===== src/hw/rtl/tagged_stack_bytecode_core_assert.svh =====
// Assertion macros for the RTL of the bytecode core.
// Expects signals named clock and reset in the scope of each use.
`ifndef TAGGED_STACK_BYTECODE_CORE_ASSERT_SVH
`define TAGGED_STACK_BYTECODE_CORE_ASSERT_SVH
`ifndef ASSERT_OFF
`define TSBC_ASSERT_IMP(lbl, ante, cons) \
   lbl: assert property (@(posedge clock) disable iff (reset) (ante) |-> (cons)) \
      else $error("assertion failed");
`define TSBC_ASSERT_NXT(lbl, ante, cons) \
   lbl: assert property (@(posedge clock) disable iff (reset) (ante) |=> (cons)) \
      else $error("assertion failed");
`else
`define TSBC_ASSERT_IMP(lbl, ante, cons)
`define TSBC_ASSERT_NXT(lbl, ante, cons)
`endif
`endif


===== src/hw/rtl/tsbc_ram.sv =====
// Generic single-write, single-read RAM with registered read data.
// No dependencies.
`default_nettype none
module tsbc_ram #(
   parameter int WIDTH = 8,
   parameter int DEPTH = 16
) (
   input  wire logic                     clock,
   input  wire logic                     we,
   input  wire logic [$clog2(DEPTH)-1:0] waddr,
   input  wire logic [WIDTH-1:0]         wdata,
   input  wire logic [$clog2(DEPTH)-1:0] raddr,
   output logic      [WIDTH-1:0]         rdata
);
   logic [WIDTH-1:0] mem [DEPTH];

   always_ff @(posedge clock) begin
      if (we) begin
         mem[waddr] <= wdata;
      end
      rdata <= mem[raddr];
   end
endmodule
`default_nettype wire


===== config.mk =====
export PLATFORM = sky130hd
export DESIGN_NAME = tsbc_ram
export DESIGN_NICKNAME = d
export VERILOG_FILES = /design/src/hw/rtl/tagged_stack_bytecode_core_assert.svh /design/src/hw/rtl/tsbc_ram.sv
export SDC_FILE = /design/constraint.sdc
export NUM_CORES = 1
export LEC_CHECK = 0
export BUFFER_PORTS_ARGS = -buffer_cell sky130_fd_sc_hd__buf_4
export CAP_MARGIN = 10
export CELL_PAD_IN_SITES_DETAIL_PLACEMENT = 1
export CELL_PAD_IN_SITES_GLOBAL_PLACEMENT = 2
export CORE_UTILIZATION = 40
export CTS_BUF_LIST = sky130_fd_sc_hd__clkbuf_16
export DETAILED_ROUTE_END_ITERATION = 8
export GPL_ROUTABILITY_DRIVEN = 0
export PLACE_DENSITY_LB_ADDON = 0.1
export SLEW_MARGIN = 10
export SYNTH_ARGS = -nofsm -noshare
export SYNTH_HDL_FRONTEND = slang
export SYNTH_SLANG_ARGS = --single-unit

===== constraint.sdc =====
create_clock -name clock -period 2.1 [get_ports clock]
set_input_delay 0.105 -clock clock [delete_from_list [all_inputs] [get_ports clock]]
set_output_delay 0.105 -clock clock [all_outputs]
set_load 0.01 [all_outputs]

---- After elaboration in Yosys (flattened, before gate mapping) ----
Memory sizes are Yosys's and may differ from the RTL's. A register that Yosys moved wholly into a read port is not among the register bits.
Index checks and enable logic that the tools add are counted.
storage, ports and cells
  memories kept ........................... 1
  RAM bits ................................ 128
  word-level logic and storage cells ...... 3
  input bits .............................. 18
  flip-flop bits (word level) ............. 0
  output and inout bits ................... 8
operators by class
  muxes and demuxes ....................... 2
memories
  memory  words  bits a word  read ports  clocked after Yosys merged registers in  wr ports  line            RTL
  mem     16     8            1           1                                        1         tsbc_ram.sv:15  logic [WIDTH-1:0] mem [DEPTH];
operators by type and width
  kind               number
  1-bit two-way mux  2

---- Logic depth before layout (Yosys ltp) ----
  depth after elaboration ................. 2
  depth in mapped cells ................... 5

---- Worst setup path before layout ----
Ideal clock, no wire load.
  path type ............................... in2reg
  start ................................... input port waddr[2]
  end ..................................... memory mem[0][0] (enable)
  arrival time ............................ 1215 ps
  stages on the path ...................... 2
  setup slack ............................. 502 ps
  path buffers ............................ 0
  cell sequence ........................... or3b_2 nor3_1
RTL lines
  element          line            RTL
  start, declared  tsbc_ram.sv:10  input wire logic [$clog2(DEPTH)-1:0] waddr,
  end, declared    tsbc_ram.sv:15
Straight into the memory's write port.

==> flow_summary_export.csv <==
group,metric,value,unit
status,status,"complete, no violations",
detailed_routing,firstDrtPassIters,4,
grt,antenna_found_initial,0,
floorplan,core_area,12600,µm²
floorplan,die_h,115,µm
detailed_routing,viasPerCell,5.12,
clock_tree,clkLatencyLatePin,420,ps
logic_synthesis,synth_mux_area_frac,0.150,
detailed_routing,wl,10.2,mm
place,hpwlAfterDp,6.43,mm
logic_synthesis,synth_area_per_cell,22.5,µm²
power,p_leak,2.12,nW
detailed_routing,drt-initial-drc-count,103,
logic_synthesis,synth-edff-count,128,
timing,setup_viol,0,
floorplan,rows,41,
logic_synthesis,synth_area_leaders,"edfxtp_1 75%, mux4_2 7.9%, mux4_1 7.1%",
power,irDropWorstVdd,0.546,mV
detailed_routing,drc,0,
timing,worst_pin_slew,626,ps
logic_synthesis,synthCells,229,
layout,fin_util,0.494,
setup_path,criticalPathCategory,"flop to flop",
floorplan,die_x,115,µm
hold_path,hold_start,"wdata[3]",
clock_tree,root_buffer,"clkbuf_16",
floorplan,floorplan.initialDensity,0.410,
setup_path,end_kind,"flop",
timing,slew-limit-headroom,0.581,
timing,fin_crit_sh,0.652,
place,portBuffers,25,
logic_synthesis,synth-simple-area-share,0.0318,
detailed_routing,avgRoutedWirePerCell,21.5,µm
floorplan,ios,26,
clock_tree,cts_setup_buffers,0,
timing,rsz0062_at_grt,"no",
logic_synthesis,synthXorXnorAreaFrac,0,
timing,skew,6.31,ps
timing,drv_slew,0,
layout,n_antenna_cell,0,
logic_synthesis,synth-async-reset-ratio,0,
floorplan,dieArea,13300,µm²
logic_synthesis,netlist.area_leader.share,0.747,
clock_tree,clkTransAtPathRegs,50,ps
layout,finalInstanceArea,6210,µm²
layout,nNetsFinal,309,
logic_synthesis,yosysWarnings,0,
setup_path,crit_start,"mem[2][7]$_DFFE_PP_",
clock_tree,clock_path_buffers,2,
logic_synthesis,synth-main-ff-cell,"edfxtp_1",
logic_synthesis,synth_top_family_by_area,"multiplexers",
timing,finalSetupTns,0,ps
logic_synthesis,syn_nets,247,
job,cap_violations,0,
logic_synthesis,synth.most_common_cell,"edfxtp_1",
place,placed_area,5620,µm²
logic_synthesis,yosys.area_share.adder,0,
clock_tree,postCtsResizedCells,0,
detailed_routing,vias,2433,
setup_path,critPathMaxFanout,1,
logic_synthesis,synth_cell_types,19,
logic_synthesis,ys_seq_area_frac,0.778,
logic_synthesis,ys_ff_latch,136,
hold_path,hp-class,"input pin to flop",
layout,area_growth_syn_to_layout,20.7,%
setup_path,start_kind,"flop",
setup_path,worstReg2RegStart,"mem[2][7]$_DFFE_PP_",
setup_path,crit_arrival,1660,ps
logic_synthesis,yosysTopAreaCell,"edfxtp_1",
power,power_per_cell_area,961,nW/µm²
clock_tree,cts_hold_buf,7,
timing,finalHoldViolCount,0,
clock_tree,cts-buffers-inserted,17,
timing,period_minus_slack,1370,ps
layout,fin_cells,475,
clock_tree,cts_tree,"yes",
detailed_routing,antenna_left,0,
layout,n_fill_cell,1147,
logic_synthesis,ys_top_cells_by_count,"128 x edfxtp_1, 18 x mux4_2, 16 x a22oi_1, 14 x mux4_1, 13 x nor2_1",
grt,grt_max_degree,33,
setup_path,critPathRequiredTime,2400,ps
clock_tree,htree_levels,4,
layout,drive_gt1_frac,0.294,
grt,grt_pass1_wl,15.6,mm
timing,max_freq,730,MHz
logic_synthesis,synth_compound_area_frac,0.0233,
grt,grtUsageTotal,0.174,
clock_tree,cts.sinks,136,
place,placedCellCount,437,
grt,global_route.overflow_total,0,
logic_synthesis,syn-cell-area,5150,µm²
grt,grt_pass1_vias,2541,
## cells in the final DEF (no fill, tap or decap)
cell and instances:
inv_1 3, edfxtp_1 128, buf_4 46, mux4_2 18, clkinv_4 1, dfxtp_1 8, clkinvlp_4 2, nand3b_1 2
bufinv_16 1, nor2_1 13, nand2b_1 2, nand3_1 1, a22oi_1 16, dlygate4sd3_1 7, nor2b_1 1, and2b_1 1
and2_1 1, nand2_1 9, clkinv_2 3, nor3_1 4, clkinv_1 4, or3b_2 1, clkbuf_16 17, mux4_1 14
## routing by layer
| metal | vias up | GRT usage | part of all wire |
|---|---|---|---|
| met2 | 49 | 0.263 | 0.47 |
| met3 | 16 | 0.0481 | 0.038 |
| met1 | 1269 | 0.236 | 0.47 |
| met4 | 0 | 0.0831 | 0.020 |
| met5 | - | 0 | 0 |
| li1 | 1099 | - | - |
## power by group
group	total [mW]	internal (mW)	switching, mW
logic	0.312	0.146	0.166
clock network	2.61	1.58	1.03
registers	3.05	3.04	0.0151
total	5.97	4.76	1.21
## area by class of cell
type,instances,area (µm²),area share
Sequential cell,136,4000,0.645
Tap cell,172,215,0.0346
Clock buffer,17,425,0.0685
Clock inverter,14,95.1,0.0153
Timing Repair Buffer,53,415,0.0669
Multi-Input combinational cell,83,1060,0.170
## stage by stage
stage                     worst slack, ps  hold WS (ps)  power [mW]
after floorplan                       502           204        3.27
after global placement                367           413        3.41
after detailed placement              336           422        3.42
after CTS                             726          1.08        6.03
after global routing                  658          24.5        6.16
final                                 731          16.2        5.97
## worst max-delay path: stages (launching register included)
cell	delay (ps)
edfxtp_1	370
mux4_2	470
a22oi_1	330
nand2_1	80
## final timing paths
kind | end | slack, ps | cells past startpoint
setup / recovery | rdata[7]$_DFF_P_ | 730 | 3
hold / removal | mem[7][3]$_DFFE_PP_ | 20 | 1
setup reg to reg | rdata[7]$_DFF_P_ | 730 | 3
hold reg to reg | rdata[2]$_DFF_P_ | 670 | 3
## flip-flops by register name, summed over array words and instances (netlist names)
name / count
rdata: 8
mem: 128
## logic make-up (layout without fill, tap and decap cells)
family	count (synthesis)	after routing
AOI/OAI and AO/OA	16	16
DFF	136	136
and+or+nand+nor	35	35
muxes	32	32
buffers and inverters	10	84
(Power assumes the default switching activity.)
