--- config.mk ---
export PLATFORM = sky130hd
export DESIGN_NAME = tsbc_alu
export DESIGN_NICKNAME = d
export VERILOG_FILES = /design/src/hw/rtl/tagged_stack_bytecode_core_assert.svh /design/src/hw/rtl/tsbc_pkg.sv /design/src/hw/rtl/tsbc_alu.sv
export SDC_FILE = /design/constraint.sdc
export NUM_CORES = 1
export LEC_CHECK = 0
export BUFFER_PORTS_ARGS = -buffer_cell sky130_fd_sc_hd__clkbuf_2
export CORE_UTILIZATION = 49
export DETAILED_ROUTE_END_ITERATION = 8
export GPL_TIMING_DRIVEN = 0
export PLACE_DENSITY = 0.78
export SLEW_MARGIN = 20
export SYNTH_ARGS = -nofsm -noshare
export SYNTH_HDL_FRONTEND = slang
export SYNTH_SLANG_ARGS = --single-unit
--- constraint.sdc ---
create_clock -name vclk -period 2.1
set_clock_uncertainty 0.15 [all_clocks]
set_input_delay 0.105 -clock vclk [all_inputs]
set_output_delay 0.105 -clock vclk [all_outputs]
set_load 0.01 [all_outputs]
--- src/hw/rtl/tagged_stack_bytecode_core_assert.svh ---
// Assertion macros for the RTL of the bytecode core.
// Expects signals named clock and reset in the scope of each use.
`ifndef TAGGED_STACK_BYTECODE_CORE_ASSERT_SVH
`define TAGGED_STACK_BYTECODE_CORE_ASSERT_SVH
`ifndef ASSERT_OFF
`define TSBC_ASSERT_IMP(lbl, ante, cons) \
   lbl: assert property (@(posedge clock) disable iff (reset) (ante) |-> (cons)) \
      else $error("assertion failed");
`define TSBC_ASSERT_NXT(lbl, ante, cons) \
   lbl: assert property (@(posedge clock) disable iff (reset) (ante) |=> (cons)) \
      else $error("assertion failed");
`else
`define TSBC_ASSERT_IMP(lbl, ante, cons)
`define TSBC_ASSERT_NXT(lbl, ante, cons)
`endif
`endif

--- src/hw/rtl/tsbc_pkg.sv ---
// Package for the tagged stack bytecode core: sizes, word types, codes.
// No dependencies.
`default_nettype none
package tsbc_pkg;
   localparam int VALUE_DEPTH = 64;
   localparam int ARG_DEPTH   = 64;
   localparam int FRAME_DEPTH = 32;
   localparam int VALUE_WIDTH = 32;
   localparam int LINE_WIDTH  = 16;

   localparam int VAW = $clog2(VALUE_DEPTH);
   localparam int VPW = $clog2(VALUE_DEPTH + 1);
   localparam int AAW = $clog2(ARG_DEPTH);
   localparam int APW = $clog2(ARG_DEPTH + 1);
   localparam int FAW = $clog2(FRAME_DEPTH);
   localparam int FPW = $clog2(FRAME_DEPTH + 1);
   localparam int ENTRY_W = VALUE_WIDTH + 1;
   localparam int FRAME_W = LINE_WIDTH + APW;
   localparam int SUM_W   = ((APW > VPW) ? APW : VPW) + 1;
   localparam int ALU_W   = (VALUE_WIDTH > 32) ? VALUE_WIDTH : 32;
   localparam logic [31:0] MAX_STEPS_RESET = 32'd1000000;

   localparam logic [3:0] OP_POPJZ   = 4'd0;
   localparam logic [3:0] OP_DEC     = 4'd1;
   localparam logic [3:0] OP_CONST   = 4'd2;
   localparam logic [3:0] OP_JNZ     = 4'd3;
   localparam logic [3:0] OP_COPY    = 4'd4;
   localparam logic [3:0] OP_LOAD    = 4'd5;
   localparam logic [3:0] OP_CALL    = 4'd6;
   localparam logic [3:0] OP_MARK    = 4'd7;
   localparam logic [3:0] OP_RET     = 4'd8;
   localparam logic [3:0] OP_INC     = 4'd9;
   localparam logic [3:0] OP_POP     = 4'd10;

   localparam logic [1:0] FAULT_NONE  = 2'd0;
   localparam logic [1:0] FAULT_STEP  = 2'd1;
   localparam logic [1:0] FAULT_STACK = 2'd2;

   localparam logic [1:0] ALU_GE      = 2'd0;
   localparam logic [1:0] ALU_SAT_INC = 2'd1;
   localparam logic [1:0] ALU_SAT_DEC = 2'd2;

   typedef struct packed {
      logic [3:0]  op;
      logic        halt_request;
      logic [31:0] argument;
   } req_word_type;

   typedef struct packed {
      logic [15:0] next_line;
      logic        halted;
      logic [31:0] result_value;
      logic [1:0]  fault;
   } rsp_word_type;

   typedef struct packed {
      logic [1:0]       fn;
      logic [ALU_W-1:0] a;
      logic [ALU_W-1:0] b;
   } alu_req_type;

   typedef struct packed {
      logic [ALU_W-1:0] r;
      logic             flag;
   } alu_rsp_type;
endpackage
`default_nettype wire

--- src/hw/rtl/tsbc_alu.sv ---
// Shared compare / saturating step unit of the bytecode core.
// Uses tsbc_pkg.
`default_nettype none
module tsbc_alu (
   input  tsbc_pkg::alu_req_type req,
   output tsbc_pkg::alu_rsp_type rsp
);
   import tsbc_pkg::*;

   logic [VALUE_WIDTH-1:0] v;

   always_comb begin
      v        = req.a[VALUE_WIDTH-1:0];
      rsp.r    = req.a;
      rsp.flag = 1'b0;
      unique case (req.fn)
         ALU_GE: begin
            rsp.flag = req.a >= req.b;
         end
         ALU_SAT_INC: begin
            if (v != {VALUE_WIDTH{1'b1}}) begin
               rsp.r = ALU_W'(v + VALUE_WIDTH'(1));
            end else begin
               rsp.r = ALU_W'(v);
            end
         end
         ALU_SAT_DEC: begin
            if (v != '0) begin
               rsp.r = ALU_W'(v - VALUE_WIDTH'(1));
            end else begin
               rsp.r = ALU_W'(v);
            end
         end
         default: begin
            rsp.r = req.a;
         end
      endcase
   end
endmodule
`default_nettype wire

Yosys cells after proc, flatten, opt, wreduce, memory -nomap -nowiden:

Index checks and enable logic that the tools add are counted.

* register bits: 0
* input port bits: 66
* output and inout port bits: 33
* word-level logic and storage cells: 12

* add/subtract/negate cells: 2
* equal/unequal tests: 3
* reduce and logical (&&, ||, !) cells: 2
* magnitude comparators: 1
* mux-type cells: 4

Operator list (number)
* two-way mux 32 bit: 2
* case mux 32 bit (2 select lines): 1
* adder 32 x 1 -> 32 bit (second input constant): 1
* greater-or-equal comparator 32 bit: 1
* inequality test 32 bit (second input constant): 1
* nonzero test 32 bit: 1
* subtractor 32 x 1 -> 32 bit (second input constant): 1
* == test 2 x 1 -> 1 bit (second input constant): 1
* == test 2 bit (second input constant): 1
* logical NOT 2 bit: 1
* two-way mux 1 bit: 1

Logic depth before layout (Yosys ltp):

* depth after elaboration: 3
* depth in mapped cells: 10
* mapped depth without buffers: 8

Least setup slack after synthesis:

Ideal clock, no wire load.

* kind: input -> output
* start: input req[52] in the netlist's numbering
* end: output rsp[10] in the netlist's numbering
* arrival time: 2.016 ns
* stages: 10
* data required time: 1.845 ns
* setup slack: -0.171 ns
* buffers on the path: 4
* path through: buf_2 > nand4_1 > or2_2 > clkbuf_1 > or4_4 > buf_6 > buf_6 > a21oi_2 > nor2_1 > a31oi_1

RTL lines
* start: declaration: RTL line tsbc_alu.sv:5 `input tsbc_pkg::alu_req_type req,`
* end: declaration: RTL line tsbc_alu.sv:6 `output tsbc_pkg::alu_rsp_type rsp`

==> flow_metrics.py <==
metrics = {
    "floorplanning": {
        "die_w_microns": 81.1,
        "io_pins": 99,
        "initial_core_util_pct": 51.2,
        "die_height_microns": 81.1,
        "rows": 28,
        "coreArea_sq_um": 5990,
        "die_area_sq_um": 6580,
    },
    "timing": {
        "slew_headroom_pct": 37.3,
        "fmax_mhz": 383,
        "tightestPinTransition_ns": 0.941,
        "layout_setup_ws_ns": -0.508,
        "hold_viol": 0,
        "setup_viol": 33,
        "slew_violations": 0,
        "rsz0062_at_grt": "true",
        "fin_crit_sh_pct": 124,
        "hold_ws_ns": 0.401,
        "layout_min_cycle_time_ns": 2.61,
    },
    "layout": {
        "syn2layout_area_growth_pct": 68.9,
        "register_area_sq_um": 0,
        "clockBufferCount": 0,
        "fillCellCount": 313,
        "final_area_sq_um": 5180,
        "nNetsFinal": 746,
        "drive_gt1_share_pct": 47.2,
        "seq_cells": 0,
        "layout.cells.non_filler": 715,
        "multi_input_area_sq_um": 3450,
        "num_antenna_cells": 0,
    },
    "grt": {
        "grt_overflow": 0,
        "grt_max_degree": 11,
        "grt_pass1_wl_microns": 22000,
        "grt_antenna_before_repair": 0,
        "track_usage_pct": 43.1,
        "grt_pass1_vias": 4592,
    },
    "logic_synthesis": {
        "yosys.cell_types.count": 67,
        "syn_area_sq_um": 3070,
        "ys.warnings.count": 0,
        "synthCells": 483,
        "syn_nets": 587,
        "synth_seq_area_share_pct": 0,
        "synth.avg_cell_area_sq_um": 6.35,
    },
    "route": {
        "drt_iter0_markers": 1010,
        "viasPerCell": 7.60,
        "routedWlPerCell_microns": 24.2,
        "route.detailed.drc": 70,
        "ant_nets": 0,
        "num_vias": 5431,
        "wl_met2_microns": 7250,
        "top_layer": "met4",
        "wl_microns": 17300,
        "wl_met1_microns": 5760,
        "dr_wl_met3_microns": 2600,
        "dr.pass1.iters": 9,
    },
    "flow_run": {
        "drv_cap": 0,
    },
    "setup_path": {
        "crit_required_ns": 1.85,
        "end_kind": "primary output",
        "crit_path_start_kind": "input pin",
        "crit_arrival_ns": 2.35,
        "crit_type": "input pin to primary output",
        "critical_path.max_fanout": 10,
    },
    "power_and_ir_drop": {
        "ir_worst_vdd_v": 0.000137,
        "powerDensity_nw_per_um2": 175,
        "finalPower_uw": 908,
        "leakagePower_nw": 2.21,
    },
    "placement": {
        "io_buffers": 99,
        "place_congestion": 0.947,
        "post-dp-hpwl_microns": 9520,
        "placed_cell_area_sq_um": 3840,
        "placed_cells": 657,
    },
    "run_status": {
        "outcome": "finished, violations left",
        "violations": "DRC, setup timing",
    },
    "min_path": {
        "hp-class": "input pin to primary output",
    },
    "clock_network": {
        "hold_buffers": 0,
    },
}
## power by group
part / internal, mW / switching [mW]
clock: 0 / 0
sequential: 0 / 0
combinational: 0.360 / 0.548
## worst paths after layout
kind / startpoint / end / slack (ns) / cells after the start
setup / recovery: req[50] / rsp[16] / -0.51 / 9
hold / removal: req[50] / rsp[19] / 0.40 / 3
## area by class of cell
cell class	count	share of cell area [%]
Inverter	47	3.69
Tap cell	75	1.81
Timing Repair Buffer	167	23.4
Multi-Input combinational cell	398	66.6
Buffer	28	4.51
## synthesized netlist by cell type, types with 5 or more instances
master / n / area share, %
clkbuf_1: 19 / 2.3
nand2b_1: 7 / 1.4
a21oi_1: 18 / 2.9
nand2_1: 43 / 5.3
o21ai_0: 27 / 4.4
a41oi_1: 6 / 1.7
a211oi_1: 5 / 1.2
o2bb2ai_1: 5 / 1.4
o31ai_1: 10 / 2.4
nor2_1: 26 / 3.2
ha_1: 38 / 15
buf_2: 14 / 2.3
inv_1: 46 / 5.6
nand3_1: 21 / 3.4
a21o_1: 6 / 1.5
o221ai_1: 6 / 1.7
nand4_1: 21 / 4.3
and2_1: 5 / 1.0
or3_1: 11 / 2.2
nor4_1: 19 / 3.9
and3_1: 8 / 1.6
nor3_1: 27 / 4.4
a31oi_1: 11 / 2.2
## through the flow
step / worst slack, ns / TNS, ns / utilization [%]
2_1_floorplan: -0.0789 / -0.807 / -
3_3_place_gp: -0.904 / -19.38 / 64.1
3_5_place_dp: -0.947 / -19.80 / 64.2
4_1_cts: -0.392 / -9.51 / 77.3
5_1_grt: -0.585 / -13.87 / 86.5
6_report: -0.508 / -12.01 / 86.5
## layout by cell type (no fill, tap or decap), types with 6 or more instances in the layout
cell type  Yosys  layout
a21o_1         6       6
a21oi_1       18      15
a31oi_1       11       9
buf_2         14      29
buf_4          1      56
buf_6          4      16
clkbuf_1      19       6
clkbuf_2       0      66
clkbuf_4       0       6
ha_1          38      34
inv_1         46      43
nand2_1       43      36
nand2b_1       7       6
nand3_1       21      14
nand4_1       21      21
nor2_1        26      22
nor3_1        27      16
nor3_4         0       7
nor4_1        19       9
nor4_4         1      11
o21ai_0       27      17
o21ai_1        2       7
o221ai_2       0       6
or3_1         11      10
## repair_timing
| action | CTS | global route |
|---|---|---|
| gates resized for setup | 99 | 125 |
| setup endpoints to repair | 33 | 33 |
| pin swaps | 35 | 45 |
| setup buffers | 40 | 25 |
| cloned | 3 | 3 |
## kinds of logic after synthesis
group / synth area share (%)
buffers and inverters: 12.1
muxes: 0.978
adders and majority gates: 15.5
and+or+nand+nor: 37.8
AOI/OAI and AO/OA: 32.8
xor gates and xnor gates: 0.856
## routing by layer
layer | track usage (%) | up-vias
met2 | 67.7 | 620
met4 | 31.3 | 0
met3 | 6.85 | 234
li1 | - | 2195
met5 | 0 | -
met1 | 53.0 | 2382
## critical path, stage by stage
cell,delay [ns]
buf_8,0.12
nor4_4,0.37
nand3b_1,0.17
or4_4,0.64
clkbuf_16,0.22
and3_4,0.17
a31oi_1,0.16
nand3_1,0.20
clkbuf_2,0.19
Power figures use the tool's default switching activity.
